### src/sv/crcfr_pkg.sv
// package: shared types, codes and the crc byte update for the frame receiver
`default_nettype none
package crcfr_pkg;

  // configuration register indexes
  localparam int unsigned CfgIdxW = 3;
  localparam logic [CfgIdxW-1:0] REG_START_MARKER = 3'd0;
  localparam logic [CfgIdxW-1:0] REG_END_MARKER   = 3'd1;
  localparam logic [CfgIdxW-1:0] REG_MAX_LENGTH   = 3'd2;
  localparam logic [CfgIdxW-1:0] REG_DATA_TIMEOUT = 3'd3;
  localparam logic [CfgIdxW-1:0] REG_END_TIMEOUT  = 3'd4;

  // configuration reset values
  localparam logic [7:0]  START_MARKER_RST = 8'hAA;
  localparam logic [7:0]  END_MARKER_RST   = 8'h55;
  localparam logic [15:0] MAX_LENGTH_RST   = 16'd256;
  localparam logic [15:0] DATA_TIMEOUT_RST = 16'd2000;
  localparam logic [15:0] END_TIMEOUT_RST  = 16'd100;

  // crc-16/ccitt-false
  localparam logic [15:0] CRC_INIT = 16'hFFFF;
  localparam logic [15:0] CRC_POLY = 16'h1021;
  localparam logic [15:0] TICK_MAX = 16'hFFFF;

  // input item types
  localparam logic REQ_BYTE = 1'b0;
  localparam logic REQ_TICK = 1'b1;

  // result kinds
  localparam logic [1:0] KIND_DATA = 2'd0;
  localparam logic [1:0] KIND_OK   = 2'd1;
  localparam logic [1:0] KIND_ERR  = 2'd2;

  // error codes
  localparam logic [2:0] ERR_NONE    = 3'd0;
  localparam logic [2:0] ERR_TIMEOUT = 3'd1;
  localparam logic [2:0] ERR_OVERLEN = 3'd2;
  localparam logic [2:0] ERR_CRC     = 3'd3;
  localparam logic [2:0] ERR_NOEND   = 3'd4;
  localparam logic [2:0] ERR_EMPTY   = 3'd5;

  // frame phase, one-hot
  typedef enum logic [6:0] {
    PH_HUNT   = 7'b0000001,
    PH_LEN_HI = 7'b0000010,
    PH_LEN_LO = 7'b0000100,
    PH_DATA   = 7'b0001000,
    PH_CRC_HI = 7'b0010000,
    PH_CRC_LO = 7'b0100000,
    PH_END    = 7'b1000000
  } phase_e;

  // configuration register set
  typedef struct packed {
    logic [7:0]  start_marker;
    logic [7:0]  end_marker;
    logic [15:0] max_length;
    logic [15:0] data_timeout_ticks;
    logic [15:0] end_timeout_ticks;
  } cfg_t;

  // one result item
  typedef struct packed {
    logic [1:0]  result_kind;
    logic [7:0]  payload_byte;
    logic [15:0] byte_index;
    logic [2:0]  error_code;
    logic [15:0] frame_length;
    logic [7:0]  message_type;
  } res_t;

  // crc update over one byte, msb first
  function automatic logic [15:0] crc_byte(input logic [15:0] crc, input logic [7:0] b);
    logic [15:0] c;
    c = crc ^ {b, 8'h00};
    for (int k = 0; k < 8; k++) begin
      if (c[15]) begin
        c = {c[14:0], 1'b0} ^ CRC_POLY;
      end else begin
        c = {c[14:0], 1'b0};
      end
    end
    return c;
  endfunction

endpackage
`default_nettype wire

### src/sv/crcfr_if.sv
// interfaces: input item, result item and configuration write channels
`default_nettype none
interface crcfr_in_if;
  logic       valid;
  logic       ready;
  logic       req_type;
  logic [7:0] rx_byte;
  modport source (output valid, output req_type, output rx_byte, input ready);
  modport sink (input valid, input req_type, input rx_byte, output ready);
endinterface

interface crcfr_out_if;
  logic        valid;
  logic        ready;
  logic [1:0]  result_kind;
  logic [7:0]  payload_byte;
  logic [15:0] byte_index;
  logic [2:0]  error_code;
  logic [15:0] frame_length;
  logic [7:0]  message_type;
  modport source (output valid, output result_kind, output payload_byte,
                  output byte_index, output error_code, output frame_length,
                  output message_type, input ready);
  modport sink (input valid, input result_kind, input payload_byte,
                input byte_index, input error_code, input frame_length,
                input message_type, output ready);
endinterface

interface crcfr_cfg_if;
  logic        valid;
  logic        ready;
  logic [2:0]  index;
  logic [15:0] data;
  modport source (output valid, output index, output data, input ready);
  modport sink (input valid, input index, input data, output ready);
endinterface
`default_nettype wire

### src/sv/crcfr_cfg_regs.sv
// configuration register file
`default_nettype none
module crcfr_cfg_regs (
  input  wire logic         clk_i,
  input  wire logic         rst_ni,
  crcfr_cfg_if.sink         cfg_i,
  output crcfr_pkg::cfg_t   cfg_o
);

  crcfr_pkg::cfg_t cfg_q, cfg_d;
  logic            wr_en;

  // writes are always taken
  assign cfg_i.ready = 1'b1;
  assign wr_en = cfg_i.valid & cfg_i.ready;

  // register decode
  always_comb begin
    cfg_d = cfg_q;
    if (wr_en) begin
      unique case (cfg_i.index)
        crcfr_pkg::REG_START_MARKER: cfg_d.start_marker       = cfg_i.data[7:0];
        crcfr_pkg::REG_END_MARKER:   cfg_d.end_marker         = cfg_i.data[7:0];
        crcfr_pkg::REG_MAX_LENGTH:   cfg_d.max_length         = cfg_i.data;
        crcfr_pkg::REG_DATA_TIMEOUT: cfg_d.data_timeout_ticks = cfg_i.data;
        crcfr_pkg::REG_END_TIMEOUT:  cfg_d.end_timeout_ticks  = cfg_i.data;
        default: cfg_d = cfg_q;
      endcase
    end
  end

  always_ff @(posedge clk_i or negedge rst_ni) begin
    if (!rst_ni) begin
      cfg_q.start_marker       <= crcfr_pkg::START_MARKER_RST;
      cfg_q.end_marker         <= crcfr_pkg::END_MARKER_RST;
      cfg_q.max_length         <= crcfr_pkg::MAX_LENGTH_RST;
      cfg_q.data_timeout_ticks <= crcfr_pkg::DATA_TIMEOUT_RST;
      cfg_q.end_timeout_ticks  <= crcfr_pkg::END_TIMEOUT_RST;
    end else begin
      cfg_q <= cfg_d;
    end
  end

  assign cfg_o = cfg_q;

endmodule
`default_nettype wire

### src/sv/crcfr_fsm.sv
// frame state machine: marker hunt, length, payload crc, crc check, end wait
`default_nettype none
module crcfr_fsm (
  input  wire logic            clk_i,
  input  wire logic            rst_ni,
  input  wire logic            accept_i,
  input  wire logic            req_type_i,
  input  wire logic [7:0]      rx_byte_i,
  input  wire crcfr_pkg::cfg_t cfg_i,
  output logic                 res_valid_o,
  output crcfr_pkg::res_t      res_o
);

  crcfr_pkg::phase_e phase_q, phase_d;
  logic [15:0] decl_len_q, decl_len_d;
  logic [15:0] rcv_cnt_q, rcv_cnt_d;
  logic [15:0] crc_q, crc_d;
  logic [7:0]  crc_hi_q, crc_hi_d;
  logic [7:0]  len_hi_q, len_hi_d;
  logic [15:0] tick_q, tick_d;
  logic [7:0]  type_q, type_d;

  logic [15:0] tick_inc;
  logic [15:0] tick_limit;
  logic [15:0] len_new;
  logic [15:0] rcv_inc;
  logic [1:0]  kind;
  logic [7:0]  pbyte;
  logic [15:0] idx;
  logic [2:0]  err;

  assign tick_inc   = (tick_q == crcfr_pkg::TICK_MAX) ? tick_q : tick_q + 16'd1;
  assign tick_limit = (phase_q == crcfr_pkg::PH_DATA) ? cfg_i.data_timeout_ticks
                                                       : cfg_i.end_timeout_ticks;
  assign len_new    = {len_hi_q, rx_byte_i};
  assign rcv_inc    = rcv_cnt_q + 16'd1;

  // next state and result for one item
  always_comb begin
    phase_d     = phase_q;
    decl_len_d  = decl_len_q;
    rcv_cnt_d   = rcv_cnt_q;
    crc_d       = crc_q;
    crc_hi_d    = crc_hi_q;
    len_hi_d    = len_hi_q;
    tick_d      = tick_q;
    type_d      = type_q;
    res_valid_o = 1'b0;
    kind        = crcfr_pkg::KIND_DATA;
    pbyte       = 8'h00;
    idx         = 16'h0000;
    err         = crcfr_pkg::ERR_NONE;
    if (accept_i) begin
      if (req_type_i == crcfr_pkg::REQ_TICK) begin
        // timeouts only run in payload and end wait
        if (phase_q == crcfr_pkg::PH_DATA || phase_q == crcfr_pkg::PH_END) begin
          tick_d = tick_inc;
          if (tick_inc >= tick_limit) begin
            res_valid_o = 1'b1;
            kind        = crcfr_pkg::KIND_ERR;
            err         = (phase_q == crcfr_pkg::PH_DATA) ? crcfr_pkg::ERR_TIMEOUT
                                                          : crcfr_pkg::ERR_NOEND;
            idx         = rcv_cnt_q;
            phase_d     = crcfr_pkg::PH_HUNT;
          end
        end
      end else begin
        unique case (phase_q)
          crcfr_pkg::PH_HUNT: begin
            if (rx_byte_i == cfg_i.start_marker) begin
              decl_len_d = 16'h0000;
              rcv_cnt_d  = 16'h0000;
              type_d     = 8'h00;
              phase_d    = crcfr_pkg::PH_LEN_HI;
            end
          end
          crcfr_pkg::PH_LEN_HI: begin
            len_hi_d = rx_byte_i;
            phase_d  = crcfr_pkg::PH_LEN_LO;
          end
          crcfr_pkg::PH_LEN_LO: begin
            decl_len_d = len_new;
            rcv_cnt_d  = 16'h0000;
            crc_d      = crcfr_pkg::CRC_INIT;
            tick_d     = 16'h0000;
            if (len_new > cfg_i.max_length) begin
              res_valid_o = 1'b1;
              kind        = crcfr_pkg::KIND_ERR;
              err         = crcfr_pkg::ERR_OVERLEN;
              phase_d     = crcfr_pkg::PH_HUNT;
            end else if (len_new == 16'h0000) begin
              phase_d = crcfr_pkg::PH_CRC_HI;
            end else begin
              phase_d = crcfr_pkg::PH_DATA;
            end
          end
          crcfr_pkg::PH_DATA: begin
            if (rcv_cnt_q == 16'h0000) begin
              type_d = rx_byte_i;
            end
            crc_d       = crcfr_pkg::crc_byte(crc_q, rx_byte_i);
            rcv_cnt_d   = rcv_inc;
            if (rcv_inc >= decl_len_q) begin
              phase_d = crcfr_pkg::PH_CRC_HI;
            end
            res_valid_o = 1'b1;
            kind        = crcfr_pkg::KIND_DATA;
            pbyte       = rx_byte_i;
            idx         = rcv_cnt_q;
          end
          crcfr_pkg::PH_CRC_HI: begin
            crc_hi_d = rx_byte_i;
            phase_d  = crcfr_pkg::PH_CRC_LO;
          end
          crcfr_pkg::PH_CRC_LO: begin
            if ({crc_hi_q, rx_byte_i} != crc_q) begin
              res_valid_o = 1'b1;
              kind        = crcfr_pkg::KIND_ERR;
              err         = crcfr_pkg::ERR_CRC;
              idx         = rcv_cnt_q;
              phase_d     = crcfr_pkg::PH_HUNT;
            end else begin
              tick_d  = 16'h0000;
              phase_d = crcfr_pkg::PH_END;
            end
          end
          crcfr_pkg::PH_END: begin
            // other bytes are skipped while waiting for the end marker
            if (rx_byte_i == cfg_i.end_marker) begin
              res_valid_o = 1'b1;
              idx         = rcv_cnt_q;
              phase_d     = crcfr_pkg::PH_HUNT;
              if (decl_len_q == 16'h0000) begin
                kind = crcfr_pkg::KIND_ERR;
                err  = crcfr_pkg::ERR_EMPTY;
              end else begin
                kind = crcfr_pkg::KIND_OK;
                err  = crcfr_pkg::ERR_NONE;
              end
            end
          end
          default: phase_d = crcfr_pkg::PH_HUNT;
        endcase
      end
    end
  end

  // result fields, status carries the updated length and type
  always_comb begin
    res_o.result_kind  = kind;
    res_o.payload_byte = pbyte;
    res_o.byte_index   = idx;
    res_o.error_code   = err;
    res_o.frame_length = decl_len_d;
    res_o.message_type = type_d;
  end

  always_ff @(posedge clk_i or negedge rst_ni) begin
    if (!rst_ni) begin
      phase_q    <= crcfr_pkg::PH_HUNT;
      decl_len_q <= 16'h0000;
      rcv_cnt_q  <= 16'h0000;
      crc_q      <= crcfr_pkg::CRC_INIT;
      crc_hi_q   <= 8'h00;
      len_hi_q   <= 8'h00;
      tick_q     <= 16'h0000;
      type_q     <= 8'h00;
    end else begin
      phase_q    <= phase_d;
      decl_len_q <= decl_len_d;
      rcv_cnt_q  <= rcv_cnt_d;
      crc_q      <= crc_d;
      crc_hi_q   <= crc_hi_d;
      len_hi_q   <= len_hi_d;
      tick_q     <= tick_d;
      type_q     <= type_d;
    end
  end

endmodule
`default_nettype wire

### src/sv/crcfr_out_reg.sv
// result register toward the output channel
`default_nettype none
module crcfr_out_reg (
  input  wire logic            clk_i,
  input  wire logic            rst_ni,
  input  wire logic            load_i,
  input  wire crcfr_pkg::res_t res_i,
  output logic                 free_o,
  crcfr_out_if.source          out_o
);

  logic            valid_q, valid_d;
  crcfr_pkg::res_t res_q;

  // register may take a new item when empty or being drained
  assign free_o = !valid_q || out_o.ready;

  always_comb begin
    valid_d = valid_q;
    if (load_i) begin
      valid_d = 1'b1;
    end else if (out_o.ready) begin
      valid_d = 1'b0;
    end
  end

  always_ff @(posedge clk_i or negedge rst_ni) begin
    if (!rst_ni) begin
      valid_q <= 1'b0;
    end else begin
      valid_q <= valid_d;
    end
  end

  // payload, no reset
  always_ff @(posedge clk_i) begin
    if (load_i) begin
      res_q <= res_i;
    end
  end

  assign out_o.valid        = valid_q;
  assign out_o.result_kind  = res_q.result_kind;
  assign out_o.payload_byte = res_q.payload_byte;
  assign out_o.byte_index   = res_q.byte_index;
  assign out_o.error_code   = res_q.error_code;
  assign out_o.frame_length = res_q.frame_length;
  assign out_o.message_type = res_q.message_type;

endmodule
`default_nettype wire

### src/sv/crc16_length_framed_receiver_top.sv
// top level: length-framed receiver with crc-16 check
// a result item is registered and becomes valid in the cycle after the input item that causes it
// throughput: one item per cycle unless the output stalls, set by the single state update
//   per item and the one-deep result register, which refills in the cycle it is drained
// reset: asynchronous, active low; state returns to marker hunt, config to defaults
`default_nettype none
module crc16_length_framed_receiver_top (
  input  wire logic   clk_i,
  input  wire logic   rst_ni,
  crcfr_in_if.sink    in_i,
  crcfr_cfg_if.sink   cfg_i,
  crcfr_out_if.source out_o
);

  crcfr_pkg::cfg_t cfg;
  crcfr_pkg::res_t res;
  logic            res_valid;
  logic            free;
  logic            accept;

  // item handshake
  assign in_i.ready = free;
  assign accept     = in_i.valid & free;

  crcfr_cfg_regs u_cfg (
    .clk_i  (clk_i),
    .rst_ni (rst_ni),
    .cfg_i  (cfg_i),
    .cfg_o  (cfg)
  );

  crcfr_fsm u_fsm (
    .clk_i       (clk_i),
    .rst_ni      (rst_ni),
    .accept_i    (accept),
    .req_type_i  (in_i.req_type),
    .rx_byte_i   (in_i.rx_byte),
    .cfg_i       (cfg),
    .res_valid_o (res_valid),
    .res_o       (res)
  );

  crcfr_out_reg u_out (
    .clk_i  (clk_i),
    .rst_ni (rst_ni),
    .load_i (res_valid),
    .res_i  (res),
    .free_o (free),
    .out_o  (out_o)
  );

endmodule
`default_nettype wire
### src/flat_wrapper.sv
// flat-port wrapper written by rule: the top's interface ports become plain ports
module crc16_length_framed_receiver_top_flat 
  (clk_i, rst_ni, in_i_valid, in_i_req_type, in_i_rx_byte, in_i_ready, cfg_i_valid, cfg_i_index, cfg_i_data, cfg_i_ready, out_o_valid, out_o_result_kind, out_o_payload_byte, out_o_byte_index, out_o_error_code, out_o_frame_length, out_o_message_type, out_o_ready);
  crcfr_in_if in_i_i ();
  crcfr_cfg_if cfg_i_i ();
  crcfr_out_if out_o_i ();
  input  wire logic clk_i;
  input  wire logic rst_ni;
  input wire logic [$bits(in_i_i.valid)-1:0] in_i_valid;
  input wire logic [$bits(in_i_i.req_type)-1:0] in_i_req_type;
  input wire logic [$bits(in_i_i.rx_byte)-1:0] in_i_rx_byte;
  output wire logic [$bits(in_i_i.ready)-1:0] in_i_ready;
  input wire logic [$bits(cfg_i_i.valid)-1:0] cfg_i_valid;
  input wire logic [$bits(cfg_i_i.index)-1:0] cfg_i_index;
  input wire logic [$bits(cfg_i_i.data)-1:0] cfg_i_data;
  output wire logic [$bits(cfg_i_i.ready)-1:0] cfg_i_ready;
  output wire logic [$bits(out_o_i.valid)-1:0] out_o_valid;
  output wire logic [$bits(out_o_i.result_kind)-1:0] out_o_result_kind;
  output wire logic [$bits(out_o_i.payload_byte)-1:0] out_o_payload_byte;
  output wire logic [$bits(out_o_i.byte_index)-1:0] out_o_byte_index;
  output wire logic [$bits(out_o_i.error_code)-1:0] out_o_error_code;
  output wire logic [$bits(out_o_i.frame_length)-1:0] out_o_frame_length;
  output wire logic [$bits(out_o_i.message_type)-1:0] out_o_message_type;
  input wire logic [$bits(out_o_i.ready)-1:0] out_o_ready;
  assign in_i_i.valid = in_i_valid;
  assign in_i_i.req_type = in_i_req_type;
  assign in_i_i.rx_byte = in_i_rx_byte;
  assign in_i_ready = in_i_i.ready;
  assign cfg_i_i.valid = cfg_i_valid;
  assign cfg_i_i.index = cfg_i_index;
  assign cfg_i_i.data = cfg_i_data;
  assign cfg_i_ready = cfg_i_i.ready;
  assign out_o_valid = out_o_i.valid;
  assign out_o_result_kind = out_o_i.result_kind;
  assign out_o_payload_byte = out_o_i.payload_byte;
  assign out_o_byte_index = out_o_i.byte_index;
  assign out_o_error_code = out_o_i.error_code;
  assign out_o_frame_length = out_o_i.frame_length;
  assign out_o_message_type = out_o_i.message_type;
  assign out_o_i.ready = out_o_ready;
  crc16_length_framed_receiver_top u_core (.clk_i(clk_i), .rst_ni(rst_ni), .in_i(in_i_i), .cfg_i(cfg_i_i), .out_o(out_o_i));
endmodule
### config.mk
export PLATFORM = sky130hd
export DESIGN_NAME = crc16_length_framed_receiver_top_flat
export DESIGN_NICKNAME = d
export VERILOG_FILES = /design/src/sv/crcfr_pkg.sv /design/src/sv/crcfr_if.sv /design/src/sv/crcfr_cfg_regs.sv /design/src/sv/crcfr_fsm.sv /design/src/sv/crcfr_out_reg.sv /design/src/sv/crc16_length_framed_receiver_top.sv /design/src/flat_wrapper.sv
export SDC_FILE = /design/constraint.sdc
export NUM_CORES = 1
export LEC_CHECK = 0
export BUFFER_PORTS_ARGS = -buffer_cell sky130_fd_sc_hd__buf_4
export CAP_MARGIN = 20
export CORE_ASPECT_RATIO = 2
export CORE_MARGIN = 2
export CORE_UTILIZATION = 30
export DETAILED_ROUTE_END_ITERATION = 10
export GPL_ROUTABILITY_DRIVEN = 1
export PLACE_DENSITY_LB_ADDON = 0.08
export SLEW_MARGIN = 20
export SYNTH_ARGS = -nofsm -noshare
export SYNTH_HDL_FRONTEND = slang
export SYNTH_SLANG_ARGS = --single-unit
### constraint.sdc
create_clock -name clk_i -period 5.7 [get_ports clk_i]
set_input_delay 0.855 -clock clk_i [delete_from_list [all_inputs] [get_ports clk_i]]
set_output_delay 0.855 -clock clk_i [all_outputs]
set_load 0.1 [all_outputs]
==> flow_summary.yaml <==
outcome:
  status: "completed"
pwr:
  p_per_area_nw_per_um2: 329.5
  leakagePower_nw: 5.363
  power_mw: 4.176
  ir_worst_vdd_v: 0.0001895
yosys:
  synth_area_um2: 10720
  synthCells: 935
  async_flop_share_pct: 75.12
  ys.flop_type: "dfrtp_1"
  synth_seq_cells: 213
  synth.yosys.seq_area_share_pct: 52.58
  yosys_warnings: 0
  yosysUniqueCellTypes: 59
  synth.avg_cell_area_um2: 11.47
  synth_fp_nets: 1019
  synth_edf_count: 53
clocking:
  htreeDepth: 1
  clkSlewWorstSetupHoldPaths_ns: 0.07
  cts_setup_buffers: 0
  ctsResizeCount: 0
  cts_sinks: 213
  cts_hold_buf: 0
  root_buffer: "clkbuf_16"
  tritoncts: "yes"
  numCtsBuffers: 22
  cts_buffer_depth: 3
  worstSkewPairLatency_ns: 0.54
cells_and_area:
  nets: 1098
  drive_gt1_share_pct: 24.56
  antenna_cells: 0
  syn2layout_area_growth_pct: 18.19
  stdcell_count: 1480
critical_path:
  cp-end-kind: "register"
  startpoint_type: "register"
  worstSetupPathType: "register to register"
  critPathRequiredTime_ns: 5.88
  arrival_ns: 4.86
  crit_start: "u_core.u_fsm.phase_q[1]"
  cp_max_fo: 53
  crit-reg2reg-launch: "u_core.u_fsm.phase_q[1]"
route:
  drcViolationCount: 0
  drtIter0Drc: 372
  vias: 7384
  antenna_left: 0
  dr.pass1.iters: 4
  vias_per_cell: 4.989
  routed_wl_um: 29040
  wire_per_inst_um: 19.62
global_route:
  antenna_found_initial: 0
  grt_usage_pct: 16.00
  grt_pass1_wl_um: 45710
  grt-ovfl-total: 0
  grt_max_degree: 161
  grt_pass1_vias: 7746
floorplan:
  rows: 98
  core-area_um2: 35440
  die_y_um: 271.4
  dieArea_um2: 37370
  start_util_pct: 30.26
  die_width_um: 137.7
  ios: 89
placement:
  post-place-ws_ns: 1.030
  hpwl_um: 20010
  dp.cells: 1439
  place.gp.congestion: 0.8198
  place.port_buffers: 87
flow_run:
  maxCapViolCount: 0
timing:
  maxSlewHeadroom_pct: 29.67
  tns_ns: 0
  fin_skew_ns: 0.02261
  hold_viol: 0
  fin_ws_ns: 1.019
  tightestPinTransition_ns: 1.040
  fmax_mhz: 213.6
  slew_viol_final: 0
  setup_violations: 0
  fin_crit_ns: 4.681
  layout_worst_path_cycle_share_pct: 82.13
  rsz0062_at_grt: "no"
hold_path:
  hp-class: "input port to asynchronous set/reset pin"
worst max-delay path, cell delays in order, from the launching register on:
cell and delay [ns]:
dfrtp_1 0.43, or4_4 0.59, nor4b_4 0.65, buf_4 0.29, mux2i_1 0.22, ha_1 0.28
nand4_1 0.15, nor3_1 0.06, or3_1 0.31, a211oi_1 0.57, nand2b_2 0.32, nand2_2 0.06
buf_4 0.31
sequential cells by signal (all words and copies together) (netlist names):
name and cells:
u_core.u_cfg.cfg_o 64, u_core.u_fsm.tick_q 16, u_core.u_out.out_o.byte_index 16, u_core.u_fsm.decl_len_q 16, u_core.u_out.out_o.result_kind 2, u_core.u_fsm.rcv_cnt_q 16
u_core.u_fsm.type_q 8, u_core.u_fsm.phase_q 7, u_core.u_out.out_o.frame_length 16, u_core.u_fsm.len_hi_q 8, u_core.u_out.out_o.message_type 8, u_core.u_fsm.crc_hi_q 8
u_core.u_out.out_o.valid 1, u_core.u_out.out_o.error_code 3, u_core.u_fsm.crc_q 16, u_core.u_out.out_o.payload_byte 8
placed cells by master (no fill, tap or decap), drive strengths merged, types with 4 or more instances in the layout:
cell | Yosys | routed
nand2 | 60 | 60
nor3 | 10 | 10
nor4 | 19 | 19
mux2 | 70 | 70
a31oi | 9 | 9
a211oi | 5 | 5
a21oi | 38 | 38
and2 | 24 | 24
and3 | 13 | 13
a21o | 4 | 4
nand3 | 23 | 23
nor4b | 6 | 6
nor2 | 53 | 53
buf | 8 | 97
or3 | 5 | 5
dfstp | 35 | 35
dfrtp | 125 | 125
nor2b | 6 | 6
a22o | 39 | 39
clkinv | 0 | 8
clkinvlp | 0 | 4
ha | 51 | 51
nand2b | 7 | 7
clkbuf | 34 | 25
mux2i | 15 | 15
edfxtp | 53 | 53
xor2 | 44 | 44
inv | 36 | 36
nand4 | 19 | 19
o21ai | 50 | 50
xnor2 | 39 | 39
power by group:
part / internal, mW / total [mW] / switching [mW]
Sequential: 1.77 / 1.92 / 0.145
Combinational: 0.331 / 0.723 / 0.392
Clock: 0.890 / 1.54 / 0.647
per-stage QoR:
step	hold WS, ns	instance area (um2)	utilization, %
floorplan	0.4671	10720	-
global placement	0.4891	11890	33.55
detailed placement	0.4924	11890	33.55
CTS	0.5131	12660	35.72
global route	0.5179	12670	35.77
finish	0.4509	12670	35.77
layer usage:
metal  GRT usage [%]  vias up  part of all wire (%)
li1                -     3539                     -
met1           21.44     3673                    44
met2           26.83      136                    49
met3           2.073       36                   3.8
met4           4.726        0                   2.5
met5               0        -                     0
final timing paths:
path	endpoint	slack (ns)	depth (start not counted)
worst max register to register	u_core.u_out.out_o.message_type[2]	1.02	12
max in group asynchronous	u_core.u_fsm.type_q[3]	4.49	2
min in group clk_i	u_core.u_cfg.cfg_o[11]	0.51	1
worst min-delay path	u_core.u_cfg.cfg_o[19]	0.45	2
worst max-delay path	u_core.u_out.out_o.message_type[2]	1.02	12
worst min register to register	u_core.u_cfg.cfg_o[11]	0.51	1
cells in the mapped netlist, drive strengths merged (5+ instances only):
| cell | n | area share (%) |
|---|---|---|
| dfrtp | 125 | 29 |
| nor3 | 10 | 0.51 |
| a211oi | 5 | 0.35 |
| and3 | 13 | 0.76 |
| nand4 | 19 | 1.1 |
| o21ai | 50 | 2.3 |
| nand3 | 23 | 1.1 |
| inv | 36 | 1.3 |
| xor2 | 44 | 3.6 |
| nand2 | 60 | 2.1 |
| ha | 51 | 6.0 |
| buf | 8 | 0.46 |
| nor4 | 19 | 1.1 |
| or3 | 5 | 0.29 |
| nor2 | 53 | 2.0 |
| mux2 | 70 | 7.4 |
| edfxtp | 53 | 15 |
| clkbuf | 34 | 1.2 |
| xnor2 | 39 | 3.2 |
| dfstp | 35 | 8.6 |
| a31oi | 9 | 0.52 |
| mux2i | 15 | 1.4 |
| nor2b | 6 | 0.35 |
| a22o | 39 | 3.2 |
| nand2b | 7 | 0.43 |
| nor4b | 6 | 0.61 |
| and2 | 24 | 1.4 |
| a21oi | 38 | 1.8 |
area by class of cell:
| cell class | instances | area (um2) |
|---|---|---|
| Timing Repair Buffer | 97 | 752.0 |
| Inverter | 36 | 135.1 |
| Sequential cell | 213 | 5639 |
| Multi-Input combinational cell | 644 | 4816 |
| Tap cell | 450 | 563.0 |
| Fill cell | 3506 | 22760 |
| Clock inverter | 15 | 177.7 |
| Clock buffer | 25 | 591.8 |
cell families (layout without fill, tap and decap cells):
| group | Yosys count | count (layout) | synth area share, % |
|---|---|---|---|
| AND/OR/NAND/NOR | 253 | 253 | 12.46 |
| flip-flops | 213 | 213 | 52.58 |
| AO/OA/AOI/OAI | 171 | 171 | 10.54 |
| multiplexers | 85 | 85 | 8.750 |
| XOR/XNOR | 83 | 83 | 6.779 |
| buffers and inverters | 78 | 173 | 2.905 |
| adder cells (fa/ha/maj) | 51 | 51 | 5.950 |
| other | 1 | 1 | 0.03497 |
No activity file was read; power rests on OpenSTA's default activity.
